===== src/rtl/core/tpxp_pkg.sv =====
// Shared types, constants and a helper function for the parent x placement block.
package tpxp_pkg;

    // Field widths of the stream words.
    localparam int X_W        = 32;
    localparam int W_W        = 24;
    localparam int CENTER_W   = X_W + 1;
    localparam int MODE_W     = 2;
    localparam int IN_DATA_W  = X_W + W_W + W_W;
    localparam int OUT_DATA_W = X_W;

    // Width of the intermediate values that feed the final saturation.
    localparam int SAT_W = 48;

    // Default store depth.
    localparam int DEF_MAX_CHILDREN = 64;

    // Placement rules held in the mode register.
    localparam logic [MODE_W-1:0] MODE_CENTER = 2'd0;
    localparam logic [MODE_W-1:0] MODE_BARY   = 2'd1;
    localparam logic [MODE_W-1:0] MODE_MEDIAN = 2'd2;

    // Status codes of a result word.
    localparam logic STATUS_OK       = 1'b0;
    localparam logic STATUS_OVERFLOW = 1'b1;

    // Status of the divider as seen by the sequencer.
    typedef struct packed {
        logic busy;
        logic done;
    } t_div_stat;

    // Clamp a wide two's complement value to the signed 32-bit range.
    function automatic logic [X_W-1:0] sat_q32(input logic [SAT_W-1:0] v);
        logic [SAT_W-X_W:0] top;
        top = v[SAT_W-1:X_W-1];
        if (top == '0 || top == '1) begin
            return v[X_W-1:0];
        end else if (v[SAT_W-1]) begin
            return {1'b1, {(X_W-1){1'b0}}};
        end else begin
            return {1'b0, {(X_W-1){1'b1}}};
        end
    endfunction

endpackage


===== src/rtl/core/tpxp_center_ram.sv =====
// Store of child centres: one write port and one registered read port.
module tpxp_center_ram #(
    parameter int DEPTH  = tpxp_pkg::DEF_MAX_CHILDREN,
    parameter int ADDR_W = $clog2(tpxp_pkg::DEF_MAX_CHILDREN),
    parameter int DATA_W = tpxp_pkg::CENTER_W
) (
    input  logic              i_clk,
    input  logic              i_we,
    input  logic [ADDR_W-1:0] i_waddr,
    input  logic [DATA_W-1:0] i_wdata,
    input  logic [ADDR_W-1:0] i_raddr,
    output logic [DATA_W-1:0] o_rdata
);

    logic [DATA_W-1:0] r_mem [DEPTH];
    logic [DATA_W-1:0] r_rdata;

    // Write port.
    always_ff @(posedge i_clk) begin
        if (i_we) begin
            r_mem[i_waddr] <= i_wdata;
        end
    end

    // Read port, registered: data valid in the cycle after the address.
    always_ff @(posedge i_clk) begin
        r_rdata <= r_mem[i_raddr];
    end

    assign o_rdata = r_rdata;

endmodule


===== src/rtl/core/tpxp_divider.sv =====
// Bit-serial restoring divider, one quotient bit per cycle, truncating towards zero.
module tpxp_divider #(
    parameter int DIVIDEND_W = 39,
    parameter int DIVISOR_W  = 7
) (
    input  logic                         i_clk,
    input  logic                         i_rst_n,
    input  logic                         i_start,
    input  logic signed [DIVIDEND_W-1:0] i_dividend,
    input  logic        [DIVISOR_W-1:0]  i_divisor,
    output tpxp_pkg::t_div_stat          o_stat,
    output logic signed [DIVIDEND_W-1:0] o_quotient
);

    localparam int STEP_W = $clog2(DIVIDEND_W + 1);

    logic                  r_busy;
    logic                  r_done;
    logic [STEP_W-1:0]     r_step;
    logic [DIVIDEND_W-1:0] r_quo;
    logic [DIVISOR_W-1:0]  r_rem;
    logic [DIVISOR_W-1:0]  r_div;
    logic                  r_neg;

    logic [DIVISOR_W:0]    rem_sh;
    logic [DIVISOR_W+1:0]  diff;
    logic                  ge;

    // One trial subtraction per cycle.
    always_comb begin
        rem_sh = {r_rem, r_quo[DIVIDEND_W-1]};
        diff   = {1'b0, rem_sh} - {2'b00, r_div};
        ge     = ~diff[DIVISOR_W+1];
    end

    // Control: busy until every dividend bit has been stepped through, then a done pulse.
    always_ff @(posedge i_clk) begin
        if (!i_rst_n) begin
            r_busy <= 1'b0;
            r_done <= 1'b0;
            r_step <= '0;
        end else begin
            r_done <= 1'b0;
            if (i_start) begin
                r_busy <= 1'b1;
                r_step <= STEP_W'(DIVIDEND_W);
            end else if (r_busy) begin
                r_step <= r_step - 1'b1;
                if (r_step == STEP_W'(1)) begin
                    r_busy <= 1'b0;
                    r_done <= 1'b1;
                end
            end
        end
    end

    // Datapath: magnitudes are divided, the sign is put back at the output.
    always_ff @(posedge i_clk) begin
        if (i_start) begin
            r_neg <= i_dividend[DIVIDEND_W-1];
            r_quo <= i_dividend[DIVIDEND_W-1] ? -i_dividend : i_dividend;
            r_rem <= '0;
            r_div <= i_divisor;
        end else if (r_busy) begin
            r_rem <= ge ? diff[DIVISOR_W-1:0] : rem_sh[DIVISOR_W-1:0];
            r_quo <= {r_quo[DIVIDEND_W-2:0], ge};
        end
    end

    assign o_stat.busy = r_busy;
    assign o_stat.done = r_done;
    assign o_quotient  = r_neg ? -signed'(r_quo) : signed'(r_quo);

endmodule


===== src/rtl/core/tree_parent_x_placement.sv =====
// Top level: places a parent node over its children streamed left to right.
//
//  Channel   Direction  Handshake                  Contents
//  s         in         i_s_tvalid / o_s_tready    child word, tlast marks last child
//  m         out        o_m_tvalid / i_m_tready    parent x word, tuser is status
//  cfg       in         i_cfg_wr_en                placement mode register
//
// Each child word is captured, then its centre is stored and the running
// sum updated while the store has room. On the last child the centre,
// single-child and overflow cases go straight to the final state, the
// median passes the read states (two reads of the centre store) and the
// barycentre waits for the bit-serial divider. Reset is synchronous and
// clears the group state; a stalled output word holds the final state.
module tree_parent_x_placement #(
    parameter int MAX_CHILDREN = tpxp_pkg::DEF_MAX_CHILDREN
) (
    input  logic                               i_clk,
    input  logic                               i_rst_n,
    // child_x [31:0], child_width [55:32], parent_width [79:56]
    input  logic [tpxp_pkg::IN_DATA_W-1:0]     i_s_tdata,
    input  logic                               i_s_tlast,
    input  logic                               i_s_tvalid,
    output logic                               o_s_tready,
    // parent_x [31:0]
    output logic [tpxp_pkg::OUT_DATA_W-1:0]    o_m_tdata,
    // status [0]
    output logic                               o_m_tuser,
    output logic                               o_m_tvalid,
    input  logic                               i_m_tready,
    input  logic                               i_cfg_wr_en,
    input  logic [tpxp_pkg::MODE_W-1:0]        i_cfg_wr_data
);

    localparam int X_W    = tpxp_pkg::X_W;
    localparam int W_W    = tpxp_pkg::W_W;
    localparam int C_W    = tpxp_pkg::CENTER_W;
    localparam int SAT_W  = tpxp_pkg::SAT_W;
    localparam int CNT_W  = $clog2(MAX_CHILDREN + 1);
    localparam int ADDR_W = $clog2(MAX_CHILDREN);
    localparam int SUM_W  = C_W + $clog2(MAX_CHILDREN);

    // Sequencer states.
    localparam logic [2:0] ST_IDLE   = 3'd0;
    localparam logic [2:0] ST_ACC    = 3'd1;
    localparam logic [2:0] ST_DSTART = 3'd2;
    localparam logic [2:0] ST_DIV    = 3'd3;
    localparam logic [2:0] ST_RD0    = 3'd4;
    localparam logic [2:0] ST_RD1    = 3'd5;
    localparam logic [2:0] ST_RD2    = 3'd6;
    localparam logic [2:0] ST_FIN    = 3'd7;

    // Rule chosen for the final cycle.
    localparam logic [2:0] KIND_OVF    = 3'd0;
    localparam logic [2:0] KIND_SINGLE = 3'd1;
    localparam logic [2:0] KIND_CENTER = 3'd2;
    localparam logic [2:0] KIND_BARY   = 3'd3;
    localparam logic [2:0] KIND_MEDIAN = 3'd4;

    logic [2:0]                   r_state;
    logic [2:0]                   n_state;
    logic [2:0]                   r_kind;
    logic [2:0]                   n_kind;
    logic [tpxp_pkg::MODE_W-1:0]  r_mode;

    logic [X_W-1:0]               r_x;
    logic [W_W-1:0]               r_w;
    logic [W_W-1:0]               r_pw;
    logic                         r_last;

    logic [C_W-1:0]               r_c;
    logic [SUM_W-1:0]             r_sum;
    logic [CNT_W-1:0]             r_count;
    logic [X_W-1:0]               r_first;
    logic                         r_ovf;
    logic [C_W-1:0]               r_med0;
    logic [C_W-1:0]               r_med1;

    logic                         r_out_valid;
    logic [X_W-1:0]               r_out_data;
    logic                         r_out_status;

    logic [C_W-1:0]               c_now;
    logic                         can_store;
    logic [CNT_W-1:0]             med_m;
    logic [ADDR_W-1:0]            rd_addr;
    logic [C_W-1:0]               ram_rdata;
    logic                         ram_we;
    logic                         div_start;
    tpxp_pkg::t_div_stat          div_stat;
    logic signed [SUM_W-1:0]      div_quo;
    logic                         out_free;

    logic [SAT_W-1:0]             h_ext;
    logic [SAT_W-1:0]             span;
    logic [SAT_W-1:0]             med_pair;
    logic [SAT_W-1:0]             px_wide;
    logic [X_W-1:0]               px_sat;

    // Centre of the captured child, room left in the store, median index and whether the output register is free.
    always_comb begin
        c_now     = {r_x[X_W-1], r_x} + C_W'(r_w[W_W-1:1]);
        can_store = (r_count < CNT_W'(MAX_CHILDREN));
        med_m     = r_count >> 1;
        out_free  = !r_out_valid || i_m_tready;
    end

    // Store address for the median reads: lower middle first when even.
    always_comb begin
        if (r_state == ST_RD0 && !r_count[0]) begin
            rd_addr = med_m[ADDR_W-1:0] - 1'b1;
        end else begin
            rd_addr = med_m[ADDR_W-1:0];
        end
    end

    assign ram_we    = (r_state == ST_ACC) && can_store;
    assign div_start = (r_state == ST_DSTART);

    tpxp_center_ram #(
        .DEPTH  (MAX_CHILDREN),
        .ADDR_W (ADDR_W),
        .DATA_W (C_W)
    ) u_ram (
        .i_clk   (i_clk),
        .i_we    (ram_we),
        .i_waddr (r_count[ADDR_W-1:0]),
        .i_wdata (c_now),
        .i_raddr (rd_addr),
        .o_rdata (ram_rdata)
    );

    tpxp_divider #(
        .DIVIDEND_W (SUM_W),
        .DIVISOR_W  (CNT_W)
    ) u_div (
        .i_clk      (i_clk),
        .i_rst_n    (i_rst_n),
        .i_start    (div_start),
        .i_dividend (r_sum),
        .i_divisor  (r_count),
        .o_stat     (div_stat),
        .o_quotient (div_quo)
    );

    // Sequencer next state and rule selection.
    always_comb begin
        n_state = r_state;
        n_kind  = r_kind;
        case (r_state)
            ST_IDLE: begin
                if (i_s_tvalid) begin
                    n_state = ST_ACC;
                end
            end
            ST_ACC: begin
                if (!r_last) begin
                    n_state = ST_IDLE;
                end else if (r_ovf || !can_store) begin
                    n_kind  = KIND_OVF;
                    n_state = ST_FIN;
                end else if (r_count == '0) begin
                    n_kind  = KIND_SINGLE;
                    n_state = ST_FIN;
                end else if (r_mode == tpxp_pkg::MODE_BARY) begin
                    n_kind  = KIND_BARY;
                    n_state = ST_DSTART;
                end else if (r_mode == tpxp_pkg::MODE_MEDIAN) begin
                    n_kind  = KIND_MEDIAN;
                    n_state = ST_RD0;
                end else begin
                    n_kind  = KIND_CENTER;
                    n_state = ST_FIN;
                end
            end
            ST_DSTART: n_state = ST_DIV;
            ST_DIV: begin
                if (div_stat.done) begin
                    n_state = ST_FIN;
                end
            end
            ST_RD0:  n_state = ST_RD1;
            ST_RD1:  n_state = ST_RD2;
            ST_RD2:  n_state = ST_FIN;
            ST_FIN: begin
                if (out_free) begin
                    n_state = ST_IDLE;
                end
            end
            default: n_state = ST_IDLE;
        endcase
    end

    // Final arithmetic for the chosen rule, then saturation.
    always_comb begin
        h_ext    = SAT_W'(r_pw[W_W-1:1]);
        span     = SAT_W'(signed'(r_first)) + SAT_W'(signed'(r_x))
                   + SAT_W'(r_w) - SAT_W'(r_pw);
        med_pair = SAT_W'(signed'(r_med0)) + SAT_W'(signed'(r_med1));
        case (r_kind)
            KIND_SINGLE: px_wide = SAT_W'(signed'(r_c)) - h_ext;
            KIND_CENTER: px_wide = {span[SAT_W-1], span[SAT_W-1:1]};
            KIND_BARY:   px_wide = SAT_W'(div_quo) - h_ext;
            KIND_MEDIAN: begin
                if (r_count[0]) begin
                    px_wide = SAT_W'(signed'(r_med0)) - h_ext;
                end else begin
                    px_wide = {med_pair[SAT_W-1], med_pair[SAT_W-1:1]} - h_ext;
                end
            end
            default:     px_wide = '0;
        endcase
        px_sat = tpxp_pkg::sat_q32(px_wide);
    end

    // Control registers: state, mode, group bookkeeping and output valid.
    always_ff @(posedge i_clk) begin
        if (!i_rst_n) begin
            r_state     <= ST_IDLE;
            r_kind      <= KIND_OVF;
            r_mode      <= tpxp_pkg::MODE_CENTER;
            r_sum       <= '0;
            r_count     <= '0;
            r_ovf       <= 1'b0;
            r_first     <= '0;
            r_out_valid <= 1'b0;
        end else begin
            r_state <= n_state;
            r_kind  <= n_kind;
            if (i_cfg_wr_en) begin
                r_mode <= i_cfg_wr_data;
            end
            // A new word loads the output register; an accepted one leaves it.
            if (r_state == ST_FIN && out_free) begin
                r_out_valid <= 1'b1;
            end else if (i_m_tready) begin
                r_out_valid <= 1'b0;
            end
            case (r_state)
                ST_ACC: begin
                    if (r_count == '0) begin
                        r_first <= r_x;
                    end
                    if (can_store) begin
                        r_sum   <= r_sum + SUM_W'(signed'(c_now));
                        r_count <= r_count + 1'b1;
                    end else begin
                        r_ovf <= 1'b1;
                    end
                end
                ST_FIN: begin
                    if (out_free) begin
                        r_sum       <= '0;
                        r_count     <= '0;
                        r_ovf       <= 1'b0;
                    end
                end
                default: ;
            endcase
        end
    end

    // Payload registers: captured word, centres and the output word.
    always_ff @(posedge i_clk) begin
        if (r_state == ST_IDLE && i_s_tvalid) begin
            r_x    <= i_s_tdata[X_W-1:0];
            r_w    <= i_s_tdata[X_W+W_W-1:X_W];
            r_pw   <= i_s_tdata[X_W+2*W_W-1:X_W+W_W];
            r_last <= i_s_tlast;
        end
        if (r_state == ST_ACC) begin
            r_c <= c_now;
        end
        if (r_state == ST_RD1) begin
            r_med0 <= ram_rdata;
        end
        if (r_state == ST_RD2) begin
            r_med1 <= ram_rdata;
        end
        if (r_state == ST_FIN && out_free) begin
            if (r_kind == KIND_OVF) begin
                r_out_data   <= '0;
                r_out_status <= tpxp_pkg::STATUS_OVERFLOW;
            end else begin
                r_out_data   <= px_sat;
                r_out_status <= tpxp_pkg::STATUS_OK;
            end
        end
    end

    assign o_s_tready = (r_state == ST_IDLE);
    assign o_m_tvalid = r_out_valid;
    assign o_m_tdata  = r_out_data;
    assign o_m_tuser  = r_out_status;

endmodule

===== config.mk =====
export PLATFORM = sky130hd
export DESIGN_NAME = tree_parent_x_placement
export DESIGN_NICKNAME = d
export VERILOG_FILES = /design/src/rtl/core/tpxp_pkg.sv /design/src/rtl/core/tpxp_center_ram.sv /design/src/rtl/core/tpxp_divider.sv /design/src/rtl/core/tree_parent_x_placement.sv
export SDC_FILE = /design/constraint.sdc
export NUM_CORES = 2
export LEC_CHECK = 0
export ABC_AREA = 1
export CORE_MARGIN = 4
export CORE_UTILIZATION = 30
export DETAILED_ROUTE_END_ITERATION = 6
export DONT_BUFFER_PORTS = 1
export PLACE_DENSITY_LB_ADDON = 0.2
export SLEW_MARGIN = 20
export SYNTH_ARGS = -nofsm -noshare
export SYNTH_HDL_FRONTEND = slang
export SYNTH_SLANG_ARGS = --single-unit
export TNS_END_PERCENT = 50

===== constraint.sdc =====
create_clock -name i_clk -period 6.3 [get_ports i_clk]
set_clock_uncertainty 0.2 [all_clocks]
set_input_delay 0.63 -clock i_clk [delete_from_list [all_inputs] [get_ports i_clk]]
set_output_delay 0.63 -clock i_clk [all_outputs]
set_load 0.01 [all_outputs]

==> summary.md <==
| Metric | Value |
|---|---|
| Critical R2R Launch | r_w[6] |
| Max clock buf depth | 4 |
| Initial core utilization | 30.2% |
| Io pins | 123 |
| Via count | 81281 |
| F_max | 0.176 GHz |
| Startpoint Class | flop |
| Worst Setup End Kind | flop |
| CTS tree | done |
| Unrepaired setup endpoints after global routing | no |
| PD cells | 512 nW/um^2 |
| Initial antenna violation count | 33 |
| Die height | 620 um |
| Prevailing post-synth register cell | edfxtp_1 |
| Final setup violating endpoints | 0 |
| GRT Resource Usage Total | 20.1% |
| Most common cell after layout, fill and taps aside | edfxtp_1 |
| RePlAce Congestion | 0.937 |
| Area leader, netlist | edfxtp_1 |
| Slew @ Worst Pin | 1.26 ns |
| CTS Sinks | 2508 |
| CTS Buf Count | 293 |
| Final Hold Fails | 0 |
| Leakage | 44.7 nW |
| Syn Nets | 10534 |
| EDFF count, synth | 2372 |
| Hold path cells | 3 |
| Crit Path Max Fanout | 4 |
| Setup TNS | 0 ns |
| Vias in the first global route | 78321 |
| Worst hold margin | 0.131 ns |
| Core area | 373000 um^2 |
| Synth unique cells | 60 |
| Ys Warns | 0 |
| # fillers | 36748 |
| CP required | 6.83 ns |
| CTS Root Buffer Type | clkbuf_16 |
| Die width | 620 um |
| Drt total wl | 400000 um |
| Status | finished, final reports clean |
| Synth-to-layout area growth | 16.1% |
| Slew headroom | 15.7% |
| Largest net degree at the start of global routing | 154 |
| DP Wirelength | 250000 um |
| Clock Latency Late Sink | 0.92 ns |
| # rows | 224 |
| Crit Path Class | reg -> reg |
| DRT antenna net count | 0 |
| DRC | 0 |
| Hold WC Path Type | in -> reg |
| Total grt overflow | 0 |
| Worst r2r path cells | 29 |
| Post-layout util | 35.0% |
| Hold endpoint | o_m_tvalid |
| Reg clk slew, reported paths | 0.06 ns |
| Hold_sp | i_m_tready |
| First-pass GRT wire length | 570000 um |
| Critical path origin | r_w[6] |
| Cell Area, Synth | 112000 um^2 |
| Worst vdd ir | 0.000475 V |
| Commonest non-fill, non-tap cells in the layout | edfxtp_1, nor2_1, o21ai_0 |
| Slowest CP cell | o211ai_1 |
| Largest cells by area after synthesis | edfxtp_1, o21ai_0, nor2_1, nand2_1, o22ai_1 |
| Place WS | 0.478 ns |
| Period minus WS final | 5.68 ns |
| FF+latch count, synth | 2508 |
| Max Cap Viol | 0 |
| Nets | 10674 |
| Sequential area share after synthesis | 65.7% |
| DR pass1 iterations | 6 |
| First-iteration detailed-routing DRC count | 7764 |
| Post-DR vias/cell | 5.24 |
| R2R Setup Slk | 0.62 ns |
| Final period util | 90.1% |
| Syn_area_per_cell | 11.1 um^2 |
| H-tree depth | 5 |
| Final slew viol count | 0 |
| Share of Yosys cell area claimed by the top area cell type | 63.3% |
| Worst Path Arrival | 6.21 ns |
| Ys async rst share | 0% |
| Port Buf Inserts | 0 |
| Critical Path Max Stage Delay | 0.48 ns |
| Post-CTS setup buffer count | 0 |
| Most frequent CP cell | nand2_1 |
| Worst Slack Setup Final | 0.623 ns |
| Layout cells sized above 1 | 8.82% |
| DR WL/cell | 25.8 um |
| Die footprint | 385000 um^2 |
| Gate Count Post-Synth | 10157 |
| FF-to-FF End | r_sum[33] |
-- synth_stat cells, drive strengths merged, types with 3 or more instances --
| master | number |
|---|---|
| and3 | 3 |
| nor3 | 53 |
| o21a | 10 |
| edfxtp | 2372 |
| o22ai | 524 |
| mux2i | 12 |
| nand3b | 14 |
| a211oi | 5 |
| nor2 | 1772 |
| o221ai | 142 |
| and2 | 4 |
| or2 | 61 |
| clkbuf | 424 |
| o31ai | 7 |
| nand2 | 1029 |
| xnor2 | 34 |
| buf | 100 |
| a21boi | 10 |
| nand4 | 36 |
| dfxtp | 136 |
| a21oi | 388 |
| ha | 235 |
| clkinv | 4 |
| o21bai | 12 |
| o211ai | 12 |
| a31oi | 24 |
| o21ai | 1612 |
| o2111ai | 20 |
| nor4 | 16 |
| nand3 | 307 |
| a21o | 27 |
| xor2 | 93 |
| inv | 591 |
| fa | 54 |
-- worst max path at each step --
| stage | endpoint | slack [ns] | cells past startpoint |
|---|---|---|---|
| after CTS | r_sum[38] | 0.44 | 29 |
| after floorplan | r_sum[38] | 0.08 | 27 |
| final | r_sum[33] | 0.62 | 29 |
| after global routing | r_sum[38] | 0.05 | 30 |
| after detailed placement | r_sum[38] | 0.48 | 29 |
| after global placement | r_sum[36] | 0.34 | 29 |
-- metrics by stage --
stage          cells  instance area [um^2]  power (mW)
6_report       15504                131000        66.9
5_1_grt        15491                131000        70.5
4_1_cts        15488                131000        67.3
3_5_place_dp   14885                120000        50.7
3_3_place_gp   14883                120000        50.5
2_1_floorplan  10157                112000        38.7
-- area by class of cell --
type,instances,area [um^2],share of cell area (%)
repair buffers,369,3620,2.77
clock inverters,159,1380,1.06
diodes,15,37.5,0.0287
flip-flops and latches,2508,74000,56.6
inverters,595,2260,1.73
clock buffers,356,7820,5.99
well taps,4972,6220,4.76
multi-input cells,6530,35300,27.0
-- sequential cells by signal, indices dropped and copies added, names as in the netlist, 24 cells and up --
register / count
r_w: 24
u_ram.r_mem: 2112
o_m_tdata: 32
r_c: 33
r_sum: 39
r_pw: 24
r_x: 32
r_med0: 33
r_med1: 33
u_ram.o_rdata: 33
u_div.r_quo: 39
r_first: 32
-- worst max-delay path: cells and delay by family (launching register included) --
family	cells	cell delay (ns)
AO/OA/AOI/OAI	5	1.00
XOR/XNOR	1	0.09
adder cells (fa/ha/maj)	2	0.73
buffers and inverters	1	0.14
flip-flops	1	0.40
AND/OR/NAND/NOR	20	2.95
-- routing by layer --
metal / track usage (%) / vias up / wire, um
met5: 0 / - / 56
met4: 6.23 / 8 / 13200
met3: 2.63 / 538 / 24400
met2: 32.3 / 2665 / 183000
met1: 28.3 / 41113 / 180000
li1: - / 36957 / -
-- power by group --
part	leakage [nW]	switching, mW	internal, mW
registers	22.5	0.796	22.5
logic	17.7	20.3	6.89
clock network	4.49	6.96	9.47
total	44.7	28.0	38.9
-- what timing repair did --
| action | CTS | global route |
|---|---|---|
| endpoints found under the setup margin | 0 | 2 |
| endpoints found under the hold margin | 138 | 0 |
| resized for setup | 0 | 1 |
| hold buffers | 88 | 0 |
-- logic make-up after synthesis --
group	after synthesis	synth area share [%]
adder cells (fa/ha/maj)	289	3.58
XOR/XNOR	127	0.989
flip-flops	2508	65.7
multiplexers	12	0.107
buffers and inverters	1119	3.86
AND/OR/NAND/NOR	3297	11.9
AO/OA/AOI/OAI	2805	13.9
Power figures use the tool's default switching activity.
